<file path="src/rtl/core/mftsm_mul.sv">
// Two-stage signed multiplier built from two half-width partial products.
`default_nettype none
module mftsm_mul #(
    parameter int AW = 40,
    parameter int BW = 29
) (
    input  wire logic                  i_clk,
    input  wire logic signed [AW-1:0]  i_a,
    input  wire logic signed [BW-1:0]  i_b,
    output logic signed [AW+BW-1:0]    o_p
);
    localparam int LO = BW / 2;
    localparam int HI = BW - LO;

    logic signed [AW+LO:0]   n_plo, r_plo;
    logic signed [AW+HI-1:0] n_phi, r_phi;
    logic signed [AW+BW-1:0] hi_ext, lo_ext;

    assign n_plo = i_a * $signed({1'b0, i_b[LO-1:0]});
    assign n_phi = i_a * $signed(i_b[BW-1:LO]);
    assign hi_ext = {r_phi, {LO{1'b0}}};
    assign lo_ext = {{(BW-LO-1){r_plo[AW+LO]}}, r_plo};

    always_ff @(posedge i_clk) begin
        r_plo <= n_plo;
        r_phi <= n_phi;
        o_p   <= hi_ext + lo_ext;
    end
endmodule
`default_nettype wire

</file>
<file path="config.mk">
export PLATFORM = sky130hd
export DESIGN_NAME = mftsm_mul
export DESIGN_NICKNAME = d
export VERILOG_FILES = /design/src/rtl/core/mftsm_mul.sv
export SDC_FILE = /design/constraint.sdc
export NUM_CORES = 2
export LEC_CHECK = 0
export CAP_MARGIN = 20
export CORE_MARGIN = 4
export CORE_UTILIZATION = 32
export DETAILED_ROUTE_END_ITERATION = 8
export DONT_BUFFER_PORTS = 1
export HOLD_SLACK_MARGIN = 0.1
export SYNTH_ARGS = -nofsm -noshare
export SYNTH_HDL_FRONTEND = slang
export SYNTH_SLANG_ARGS = --single-unit
export TNS_END_PERCENT = 10
</file>
<file path="constraint.sdc">
create_clock -name i_clk -period 12 [get_ports i_clk]
set_clock_uncertainty 0.05 [all_clocks]
set_input_delay 0.6 -clock i_clk [delete_from_list [all_inputs] [get_ports i_clk]]
set_output_delay 0.6 -clock i_clk [all_outputs]
set_load 0.05 [all_outputs]
</file>
---- Word level (Yosys, flattened, before mapping) ----
Index checks and enable logic that the tools add are counted.
W data, S select, Z words.
storage, ports and cells
  flip-flop bits (word level) ............. 179
  input bits .............................. 70
  output and inout bits ................... 69
  word-level logic and storage cells ...... 6
cells by class
  add/sub/neg operators ................... 1
  multiply operators ...................... 2
operator list
  operator          count
  $mul A40 B15 Y55  2
  $add A69 B55 Y69  1

---- Longest topological paths before layout ----
  word-level depth ........................ 1
  depth in mapped cells ................... 27
  mapped depth without buffers ............ 25

---- Worst setup path before layout ----
No wires, ideal clock.
  path kind ............................... in2reg
  start ................................... input i_a[6]
  end ..................................... register r_phi[47]
  library setup time ...................... 0.131 ns
  arrival time ............................ 6.659 ns
  required time ........................... 11.819 ns
  slack ................................... 5.161 ns
  stages .................................. 25
  buffers on the path ..................... 2
  cells stage by stage .................... clkbuf_1 > clkbuf_1 > nand2_1 > fa_1 > inv_1 > fa_1 > inv_1 > fa_1 > inv_1 > fa_1 > fa_1 > inv_1 > fa_1 > inv_1 > ha_1 > a21o_1 > a21o_1 > a21o_1 > o21ai_0 > nand3_1 > a211oi_1 > o21ai_0 > a311oi_1 > o21ai_0 > xor2_1
on the way
  word-level cells in the longest chain between the ends .. 1
ends and longest elaborated chain
  element               RTL line  source
  from (decl)           8         input wire logic signed [AW-1:0] i_a,
  $mul A40 B15 Y55      20        assign n_phi = i_a * $signed(i_b[BW-1:LO]);
  named net n_phi[47]   16        logic signed [AW+HI-1:0] n_phi, r_phi;
  to (signal assigned)  26        r_phi <= n_phi;
  to (decl)             16
The timed path passes the listed nets, and every way through them passes these cells.

---- Worst setup path after layout ----
  start ................................... input i_a[11]
  end ..................................... register r_phi[47]
Same word-level chain as after synthesis.

==> summary.txt <==
Flow run
  • Max cap viols: 0

Global route
  • Initial antenna violation count: 6
  • Pin count of the biggest net entering global routing: 41
  • Global-route wire length before repair: 200000 um
  • GRT Residual Overflow: 0
  • Vias in the first global route: 36992
  • Total GRT Usage: 16.8%

Clocking
  • H-Tree Level Count: 4
  • Clk buf depth: 2
  • Clock buffer count from CTS: 17
  • Clock transition at path regs: 0.08 ns
  • Clk Latency, worst-skew pair: 0.53 ns
  • Sink Count: 179
  • CTS tree: built
  • Resize count post-CTS: 0
  • Root Driver: clkbuf_16

Logic synthesis
  • Yosys top cell area share: 46.0%
  • Most common cell in the synthesized netlist: inv_1
  • Post-synthesis cell area: 0.0458 mm2
  • Post-synth top area cell: fa_1
  • Synth area leaders: fa_1 46%, inv_1 9.5%, ha_1 8.4%
  • Post-synth ARST share: 0%
  • Top cells by count, synth: 1162 x inv_1, 1054 x fa_1, 769 x nand2_1
  • Register area share after synthesis: 7.82%
  • Syn. warnings: 0
  • #FFs+latches synth: 179
  • Synth unique cells: 70
  • Net Count, Synth: 6588
  • Mapped Cells: 5155
  • EDFF count, synth: 0
  • Avg Inst Size Synth: 8.89 um2
  • Main flop type after synthesis: dfxtp_1

Routing
  • WL per Instance: 17.6 um
  • Met2 wire len: 59500 um
  • Max layer used: met4
  • DR iter-0 viols: 1946
  • Met3 wire length: 7830 um
  • TritonRoute pass-1 iters: 9
  • Drt total wl: 120000 um
  • DRC viols: 0
  • Via/cell ratio: 4.85
  • Met1 wire length: 48100 um
  • Vias: 33044
  • ANT nets after route: 0

Critical path
  • Buf/Inv on CP: 4
  • Top cell by count, worst path: fa_1
  • Cell Chain, Critical Path: and2_1 -> fa_1 -> inv_1 -> fa_1 -> inv_1 -> fa_1 -> fa_1 -> fa_1 -> inv_1 -> fa_1 -> inv_1 -> ha_1 -> a21o_1 -> a21o_1 -> a21o_1 -> o21ai_0 -> nand3_1 -> a211oi_1 -> o21ai_0 -> a311oi_1 -> o21ai_0 -> xor2_1
  • Critical Path Max Stage Delay: 0.72 ns
  • Top delay family on crit path: adder cells
  • CP startpoint kind: input pin
  • Reg2Reg Depth: 13
  • CP endpoint kind: register
  • Peak fanout along the critical path: 29
  • Worst EP arrival: 7.75 ns
  • WS Path Type: input pin to register
  • CP max stage cell: a211oi_1
  • Levels on crit path: 22
  • Required time of the critical path: 12.35 ns

Die
  • Die W: 386 um
  • Initial Util: 32.3%
  • Die area: 0.149 mm2
  • Std-Cell Rows: 138
  • Core Footprint: 0.142 mm2
  • Die span in y: 386 um
  • Top Ports: 139

Timing
  • Unrepaired setup endpoints after global routing: no
  • Sum Neg Setup Slack: 0 ns
  • Maximum clock rate: 0.135 GHz
  • Tmin final: 7.41 ns
  • Setup-failing EPs final: 0
  • Max-slew violations: 0
  • Final Cycle Share: 61.7%
  • Worst-margin pin slew: 1.05 ns
  • Final Hold Fails: 0
  • Slew HR: 29.7%

Worst hold path
  • Hold path cells: 1
  • Worst min-delay path class: input pin to register

Finish
  • Fraction of layout cells with a size suffix above 1: 1.22%
  • Nets@finish: 6345
  • Area Growth Syn to Fin: 4.36%

Placement
  • Gp weighted congestion: 0.874
  • Port-buffer cells: 0
  • Hpwl dp: 96000 um

Outcome
  • Status: finished, final reports clean
## worst paths after layout
path | from | endpoint | slack [ns]
setup / recovery | i_a[11] | r_phi[47]$_DFF_P_ | 4.59
hold / removal | i_a[0] | r_plo[0]$_DFF_P_ | 0.15
setup reg to reg | r_plo[14]$_DFF_P_ | o_p[68]$_DFF_P_ | 7.25
hold reg to reg | r_plo[9]$_DFF_P_ | o_p[9]$_DFF_P_ | 0.27
## placed cells by master (no fill, tap or decap), types with 13 or more instances in the layout
cell and n:
a21oi_1 161, a31oi_1 13, nor3_1 25, o21ai_0 91, nor2_1 127, a21o_1 102, and2_1 449, fa_1 1054
nand4_1 23, a211oi_1 13, inv_1 1162, dfxtp_1 179, clkbuf_16 17, o21bai_1 25, xor2_1 46, and3_1 16
o21a_1 17, nand2b_1 32, nand3_1 42, ha_1 309, xnor2_1 111, nor2b_1 14, nand2_1 769
## layout make-up
type / count / area, um2
antenna: 5 / 12.5
clock buffer: 18 / 429
clock inverter: 14 / 161
fill: 14755 / 94100
inverter: 1163 / 4370
multi-input combinational: 3548 / 36900
sequential: 179 / 3580
tap: 1890 / 2360
timing repair buffer: 3 / 25.0
## sequential cells by signal, summed over array words and instances, names as in the netlist
register  flops
o_p          69
r_phi        55
r_plo        55
## logic make-up after synthesis
family                   after synthesis  share of synthesized area (%)
flip-flops                           179                           7.82
multiplexers                           1                         0.0218
XOR/XNOR                             157                           3.00
adder cells (fa/ha/maj)             1363                           54.5
AO/OA/AOI/OAI                        505                           7.22
buffers and inverters               1428                           11.7
AND/OR/NAND/NOR                     1522                           15.8
## repair_timing
action	4_1_cts	5_1_grt
endpoints found under the hold margin	1	0
buffers inserted	0	0
hold buffers	1	0
## metal layers
| layer | up-vias | track usage [%] |
|---|---|---|
| met1 | 17152 | 20.5 |
| met3 | 163 | 3.30 |
| li1 | 14763 | - |
| met2 | 966 | 29.4 |
| met4 | 0 | 6.17 |
| met5 | - | 0 |
## metrics by stage
stage	cell area (um2)	instances	setup WS [ns]	hold slack (ns)	utilization, %
floorplan	45800	5155	5.16	0.260	-
global placement	47200	6782	4.31	0.264	33.3
detailed placement	47200	6782	4.29	0.266	33.3
CTS	47800	6815	4.86	0.104	33.7
global route	47800	6815	4.45	0.129	33.7
finish	47800	6820	4.59	0.155	33.7
Power is left out: the tool's default activity adds up to more than one toggle a clock period on the data nets, which glitch-free logic cannot reach.
