File: src/rtl/core/mftsm_pkg.sv
// Shared types and constants of the mixed-oxide fuel thermal strain block.
`default_nettype none
package mftsm_pkg;

    localparam int TAG_W   = 20;
    localparam int TEMP_W  = 16;
    localparam int IN_DW   = 32;
    localparam int COEF_W  = 40;
    localparam int TC_W    = 29;
    localparam int SQ_W    = 57;
    localparam int CU_W    = 54;
    localparam int ACC_W   = 112;
    localparam int P_W     = 64;
    localparam int DIFF_W  = 65;
    localparam int S_W     = 60;
    localparam int FRAC_W  = 16;
    localparam int REG_N   = 8;
    localparam int REG_IDX_W = 3;

    localparam int PU_MASS_NUM = 100;
    localparam int PU_MASS_DEN = 113;

    // 273.15 K in Q16
    localparam logic signed [TC_W-1:0] CELSIUS_OFFSET = 29'sd17901158;
    // 1e-7 in units of 2^-40
    localparam logic signed [COEF_W-1:0] SMALL_LIMIT = 40'sd109951;
    localparam logic signed [COEF_W-1:0] SAT_HIGH = 40'sh7F_FFFF_FFFF;
    localparam logic signed [COEF_W-1:0] SAT_LOW  = 40'sh80_0000_0000;

    typedef enum logic [REG_IDX_W-1:0] {
        REG_PUO2_C0 = 3'd0,
        REG_PUO2_C1 = 3'd1,
        REG_PUO2_C2 = 3'd2,
        REG_PUO2_C3 = 3'd3,
        REG_UO2_C0  = 3'd4,
        REG_UO2_C1  = 3'd5,
        REG_UO2_C2  = 3'd6,
        REG_UO2_C3  = 3'd7
    } t_reg_idx;

    typedef logic signed [COEF_W-1:0] t_coef;

    localparam t_coef COEF_RESET [REG_N] = '{
        -40'sd436890945, 40'sd9340901, 40'sd155017502, 40'sd449031310,
        -40'sd546677182, 40'sd7814228, 40'sd185980650, 40'sd137817541000
    };

    typedef struct packed {
        logic valid;
        logic zero;
    } t_ctl;

endpackage
`default_nettype wire

File: src/rtl/core/mftsm_div_cell.sv
// One restoring-division cell: produce one quotient bit and pass the rest on.
`default_nettype none
module mftsm_div_cell
    import mftsm_pkg::*;
#(
    parameter int DEN_W = 41,
    parameter int Q_W   = 17
) (
    input  wire logic              i_clk,
    input  wire logic              i_rst_n,
    input  wire t_ctl              i_ctl,
    input  wire logic [TAG_W-1:0]  i_tag,
    input  wire logic [DEN_W-1:0]  i_den,
    input  wire logic [DEN_W:0]    i_rem,
    input  wire logic [Q_W-1:0]    i_q,
    output t_ctl                   o_ctl,
    output logic [TAG_W-1:0]       o_tag,
    output logic [DEN_W-1:0]       o_den,
    output logic [DEN_W:0]         o_rem,
    output logic [Q_W-1:0]         o_q
);
    logic [DEN_W:0] rem2;
    logic           fits;

    assign rem2 = {i_rem[DEN_W-1:0], 1'b0};
    assign fits = rem2 >= {1'b0, i_den};

    always_ff @(posedge i_clk) begin
        if (!i_rst_n) begin
            o_ctl <= '0;
        end else begin
            o_ctl <= i_ctl;
        end
    end

    always_ff @(posedge i_clk) begin
        o_tag <= i_tag;
        o_den <= i_den;
        o_rem <= fits ? rem2 - {1'b0, i_den} : rem2;
        o_q   <= {i_q[Q_W-2:0], fits};
    end
endmodule
`default_nettype wire

File: config.mk
export PLATFORM = sky130hd
export DESIGN_NAME = mftsm_div_cell
export DESIGN_NICKNAME = d
export VERILOG_FILES = /design/src/rtl/core/mftsm_pkg.sv /design/src/rtl/core/mftsm_div_cell.sv
export SDC_FILE = /design/constraint.sdc
export NUM_CORES = 1
export LEC_CHECK = 0
export BUFFER_PORTS_ARGS = -buffer_cell sky130_fd_sc_hd__buf_2
export CORE_MARGIN = 8
export CORE_UTILIZATION = 51
export CTS_CLUSTER_DIAMETER = 50
export DETAILED_ROUTE_END_ITERATION = 6
export PLACE_DENSITY = 0.86
export SYNTH_ARGS = -nofsm -noshare
export SYNTH_HDL_FRONTEND = slang
export SYNTH_SLANG_ARGS = --single-unit
export TNS_END_PERCENT = 1
File: constraint.sdc
create_clock -name i_clk -period 5.1 [get_ports i_clk]
set_input_delay 1.53 -clock i_clk [delete_from_list [all_inputs] [get_ports i_clk]]
set_output_delay 1.53 -clock i_clk [all_outputs]
set_load 0.005 [all_outputs]
==> After elaboration in Yosys (flattened, before gate mapping) <==
Index checks and enable logic that the tools add are counted.
{ "word_totals": {"reg_bits": 122, "input_bits": 124, "output_inout_bits": 122, "elab_cells": 10} }
{ "classes": {"n_mux": 1, "addsub": 1, "order_cmp": 1} }
{ "op_table": {"columns": ["operator", "count"], "rows": [
  [">= comparator 42 x 41 -> 1 bit", 1],
  ["2-to-1 mux 42 bit", 1],
  ["subtractor 42 x 41 -> 42 bit", 1]
]} }

==> Logic depth before layout (Yosys ltp) <==
Gate-level depths: netlist of the first run.
{ "logic_depth": {"depth_word": 2, "ltp_mapped": 14, "depth_no_buf": 11} }

==> Worst setup path before layout of the first run <==
OpenSTA, ideal clock, no wires.
{ "synth_timing": {"path_type": "input to register", "start": "input port i_den[2]", "end": "register o_rem[41]", "stages": 13, "arrival_time_ns": 3.819, "slack_ns": 1.161, "path_buffers": 2, "required_ns": 4.979, "setup_ns": 0.121, "cell_sequence": "inv_1 > ha_1 > nor2b_1 > o21bai_1 > a311o_1 > a31oi_4 > a211o_4 > a31oi_4 > o211a_1 > buf_6 > buf_6 > nor2_1 > mux2_2"} }
{ "synth_between": {"elab_chain_cells": 2, "elab_cells_between_ends": 3} }
{ "synth_rtl": {"columns": ["item", "line", "text"], "rows": [
  ["start, declared", "mftsm_div_cell.sv:13", "input wire logic [DEN_W-1:0] i_den,"],
  ["subtractor 42 x 41 -> 42 bit or >= comparator 42 x 41 -> 1 bit (tied branches)", "mftsm_div_cell.sv:39, mftsm_div_cell.sv:26", null],
  ["2-to-1 mux 42 bit (*)", "mftsm_div_cell.sv:39", "o_rem <= fits ? rem2 - {1'b0, i_den} : rem2;"],
  ["end signal, assigned", "mftsm_div_cell.sv:39", null],
  ["end, declared", "mftsm_div_cell.sv:19", "output logic [DEN_W:0] o_rem,"]
]} }
Mark *: on every way between the ends. The rest lies on a longest branch, timed or not.
A chain may end at the register's enable or synchronous reset.

==> Worst setup path in the final report of the first run <==
{ "layout_timing": {"start": "input port i_den[2]", "end": "register o_rem[24]"} }
Same word-level chain as after synthesis.

==> results of run 1 <==
-- state kept, by name, indices dropped and copies added (netlist names) --
signal / count
o_rem: 42
o_den: 41
o_tag: 20
o_q: 17
o_ctl: 2
-- per-layer routing --
metal | up-vias | routed length (microns)
met5 | - | 0
met1 | 2431 | 6890
met2 | 237 | 9160
met3 | 29 | 1300
li1 | 2532 | -
met4 | 0 | 356
-- worst max-delay path, cell delays in order --
cell	delay, ps
buf_2	90
inv_1	40
ha_1	380
nor2b_1	190
o21bai_1	240
a311o_1	350
a31oi_4	160
a211o_4	400
a31oi_4	220
o211a_2	550
buf_4	310
nand2_1	90
o21ai_0	100
-- metrics by stage --
step | cell area [sq um] | util [%] | power [W] | std cells
finish | 7280 | 70.8 | 0.00279 | 986
detailed placement | 6730 | 65.4 | 0.00167 | 954
global placement | 6730 | 65.4 | 0.00166 | 954
global route | 7280 | 70.8 | 0.00292 | 986
floorplan | 5390 | - | 0.00143 | 589
CTS | 7280 | 70.8 | 0.00281 | 986
-- worst paths after layout --
path	from	to	slack [ps]
worst max-delay path	i_den[2]	o_rem[24]	900
worst min-delay path	i_tag[15]	o_tag[15]	1090
-- cells by family (layout without fill, tap and decap cells) --
| family | after synthesis | after routing | synth area share, % |
|---|---|---|---|
| AO/OA/AOI/OAI | 164 | 164 | 19.9 |
| AND/OR/NAND/NOR | 153 | 153 | 13.2 |
| flip-flops | 122 | 122 | 45.3 |
| buffers and inverters | 69 | 330 | 5.34 |
| adder cells (fa/ha/maj) | 42 | 42 | 9.88 |
| XOR/XNOR | 37 | 37 | 6.01 |
| multiplexers | 2 | 2 | 0.418 |
-- area by class of cell --
class,count,area (sq um)
fillers,775,3000
flip-flops and latches,122,2440
clock buffers,20,435
well taps,136,170
clock inverters,12,118
repair buffers,247,1260
multi-input cells,398,2660
inverters,51,191
-- cells in the mapped netlist, drive strengths merged, types with 3 or more instances --
master  instances
a21boi          3
a21o           24
a21oi          32
a31oi          11
and2            3
and3            6
and4            3
buf            11
clkbuf          7
dfxtp         122
ha             41
inv            51
nand2          75
nand2b          7
nand3          13
nand4           5
nor2           20
nor2b           6
nor3            6
o21a            3
o21ai          60
o21bai          8
o221ai          3
xnor2          22
xor2           15
-- power by group --
| part | internal (W) | total, W | switching, W |
|---|---|---|---|
| logic | 0.000262 | 0.000583 | 0.000321 |
| registers | 0.00106 | 0.00108 | 0.0000263 |
| clock network | 0.000663 | 0.00113 | 0.000463 |
| total | 0.00198 | 0.00279 | 0.000810 |
-- cell usage in the layout, fill, tap and decap left out, types with 4 or more instances in the layout --
master / netlist / layout
a21o_1: 24 / 24
a21oi_1: 32 / 32
a31oi_1: 8 / 8
and3_1: 6 / 6
buf_2: 8 / 243
clkbuf_16: 0 / 16
clkinv_4: 0 / 4
clkinvlp_4: 0 / 4
dfxtp_1: 122 / 122
ha_1: 41 / 41
inv_1: 51 / 51
nand2_1: 75 / 75
nand2b_1: 7 / 7
nand3_1: 13 / 13
nand4_1: 5 / 5
nor2_1: 20 / 20
nor2b_1: 6 / 6
nor3_1: 6 / 6
o21ai_0: 58 / 58
o21bai_1: 8 / 8
xnor2_1: 22 / 22
xor2_1: 15 / 15
==> metrics.txt, run 1 <==
outcome complete, no violations; drt drc 0; Hold Path Depth 1; Nets 1003; syn nets 755; Placer Congestion 0.881; Crit Path Class input port to register; number of synthesized flops with an enable pin 0; input/output buffers 243; top cells by area, synth dfxtp_1 (45%), ha_1 (9.5%), o21ai_0 (5.4%); Hold Path Class input port to register; Post-synth top flop dfxtp_1; fmax 238 MHz; RSZ-0062 raised after global routing no; Synth Cell Area 5390 sq um; largest net degree at the start of global routing 28; Die X 119 microns; fin crit share 82.3%; first-pass GRT wire length 27.6 mm; GR met3 Demand/Resource 7.65%; antenna violations before repair 0; Worst setup EP type register; DR vias 5229; Overflow after GRT 0; Seq/Total Area, Yosys 45.3%; Via density 5.30; actual slew at the worst max-slew pin 675 ps; post-route ant nets 0; Synth Register Bits 122; wire per inst 18.0 microns; Post-synth ARST share 0%; Global Route Usage Sum 24.5%; total CTS buffers 17; Yosys top cell area share 45.3%; WP data required 5550 ps; io pins 246; Hold Slack 1090 ps; # diodes 0; Total Neg Setup Slack 0 ps; Root Buffer clkbuf_8; grt met2 use 45.0%; Slew headroom 54.6%; Synth area leader dfxtp_1; layout cells sized above 1 33.9%; Slew Viols, Final 0; H-tree depth 4; final WL 17.7 mm; Setup Viol. Count Final 0; Max clock buf depth 2; layer with the highest usage met2; Initial Util 52.5%; hpwl dp 13.0 mm; min Tclk post-route 4200 ps; Pwr Density 384 nW/um^2; Yosys cell types 53; CTS tree done; synthesized area per cell 9.16 sq um; Max VDD drop 0.268 mV; number of global-route vias before repair 5313; Synth Instances 589; # clock sinks 122; initial DRC count 450; Final Hold Viols 0; critical path startpoint category input port; area grow syn2layout 35.0%; Clock Pin Slew Worst Setup and Hold Paths 60 ps; Pleak 3.69 nW; met1 Use GR 25.5%; number of max-cap violations 0; Pre-Repair DR Iteration Count 5; CP Data Arrival Time 4650 ps; Setup WS post-layout 905 ps; die height 119 microns; CP max FO 21; DIE AREA 14100 sq um; post-cts gate resize count 0; post-CTS setup repair buffer count 0; placement row count 37; Syn. warnings 0; Place WS 448 ps; total core area 10300 sq um; cts hold-fix bufs 0
Note: power is estimated with default switching activity, not from simulation.
==> inputs of run 2 (changes only) <==
CORE_UTILIZATION = 47   (was 51)
PLACE_DENSITY = 0.8   (was 0.86)
clock period = 4.38 ns   (was 5.1 ns; I/O delays follow)
==> metrics.txt, run 2 (synthesis gave the netlist of run 1 again) <==
Sequential Power Share 39.7%; Final Hold Viols 0; Nets 1005; Pre-Repair DR Iteration Count 5; area grow syn2layout 34.9%; power share of the clock group 39.4%; commonest non-fill, non-tap cell in the layout buf_2; placement row count 39; layout cells sized above 1 33.8%; wire per inst 16.3 microns; io pins 246; critical path startpoint category input port; input/output buffers 243; Root Buffer clkbuf_16; crit-path cells buf_2 > inv_1 > ha_1 > a21oi_1 > o21ai_1 > a31oi_2 > a31oi_4 > a211o_4 > a31oi_4 > o211a_2 > buf_12 > mux2_2; CP max FO 47; Global Route Usage Sum 20.6%; switching power 0.000857 W; H-tree depth 4; Hold EP o_q[1]; outcome complete, no violations; Max clock buf depth 2; total CTS buffers 17; Critical-path top delay cell a211o_4; Logic pwr share 20.8%; Slew headroom 64.2%; Total Neg Setup Slack 0 ps; max incr delay on CP 400 ps; worst hold start i_q[0]; fin crit share 87.9%; drt drc 0; DR vias 5010; CP Depth 12; Pwr Density 436 nW/um^2; Clock Pin Slew Worst Setup and Hold Paths 50 ps; post-route ant nets 0; Pleak 3.70 nW; switching share of power 27.0%; CP Data Arrival Time 4150 ps; Die X 123 microns; Max VDD drop 0.471 mV; Setup Viol. Count Final 0; cell repeated most along the worst path a31oi_4; min Tclk post-route 3850 ps; post-cts gate resize count 0; Filler Cell Count 928; biggest registers after layout o_rem: 42 flops, o_den: 41 flops, o_tag: 20 flops; WP data required 4680 ps; WP buf/inv 3; Setup WS post-layout 530 ps; Crit Path Class input port to register; RSZ-0062 raised after global routing no; number of max-cap violations 0; actual slew at the worst max-slew pin 533 ps; Reg with most FFs o_rem; final WL 16.2 mm; total core area 11300 sq um; Overflow after GRT 0; Worst setup EP type register; CTS tree done; DIE AREA 15200 sq um; die height 123 microns; largest net degree at the start of global routing 48; fmax 260 MHz; Slew Viols, Final 0; max reg flops 42; Layout Utilization 64.3%; Placer Congestion 0.874; cts hold-fix bufs 0; most frequent cells in the layout buf_2 (243), dfxtp_1 (122), nand2_1 (75), o21ai_0 (58), inv_1 (51); Via density 5.05; Hold Path Depth 1; Initial Util 47.6%; Top delay family on crit path compound AO/OA/AOI/OAI gates; number of global-route vias before repair 4972; Int Pwr 0.00232 W; hpwl dp 12.7 mm; post-CTS setup repair buffer count 0; initial DRC count 262; # clock sinks 122; antenna violations before repair 2; Place WS 197 ps; first-pass GRT wire length 24.3 mm; Hold Path Class input port to register
==> run 2: cell count changes in the layout (fill, tap and decap cells not counted), sizes merged <==
cell,previous run,this run
clkinvlp,4,3
diode,0,1
buf,247,249
inv,53,51
==> run 2: cell type report <==
class | count | area, sq um | share of cell area (%)
inverters | 51 | 191 | 2.63
diodes | 1 | 2.50 | 0.0344
clock buffers | 20 | 447 | 6.14
well taps | 143 | 179 | 2.46
multi-input cells | 398 | 2660 | 36.6
flip-flops and latches | 122 | 2440 | 33.6
clock inverters | 9 | 77.6 | 1.07
repair buffers | 249 | 1270 | 17.5
==> run 2: power by group through the flow <==
| stage | logic (W) | registers [W] | clock network [W] |
|---|---|---|---|
| after floorplan | 0.000363 | 0.00130 | 0 |
| after global placement | 0.000649 | 0.00128 | 0 |
| after detailed placement | 0.000657 | 0.00128 | 0 |
| after CTS | 0.000665 | 0.00126 | 0.00127 |
| after global routing | 0.000735 | 0.00127 | 0.00132 |
| final | 0.000661 | 0.00126 | 0.00125 |
==> run 2: worst max path at each step <==
stage | slack, ps | to | start
finish | 530 | o_rem[15] | i_den[9]
global route | 450 | o_rem[15] | i_den[9]
CTS | 580 | o_rem[15] | i_den[9]
detailed placement | 200 | o_rem[15] | i_den[9]
global placement | 220 | o_rem[15] | i_den[9]
floorplan | 660 | o_rem[41] | i_den[2]
==> run 2: metal layers <==
layer / up-vias / GRT usage [%] / routed length, microns
li1: 2527 / - / -
met1: 2253 / 21.9 / 6350
met2: 201 / 36.5 / 7920
met3: 27 / 6.80 / 1540
met4: 2 / 9.18 / 344
met5: - / 0 / 12
==> run 2: per-stage QoR <==
step / power [W] / std cells / instance area [sq um] / hold slack [ps]
final: 0.00317 / 993 / 7280 / 994
after global routing: 0.00332 / 993 / 7280 / 982
after CTS: 0.00320 / 992 / 7270 / 980
after detailed placement: 0.00194 / 963 / 6750 / 1420
after global placement: 0.00193 / 963 / 6750 / 1420
after floorplan: 0.00167 / 589 / 5390 / 1340
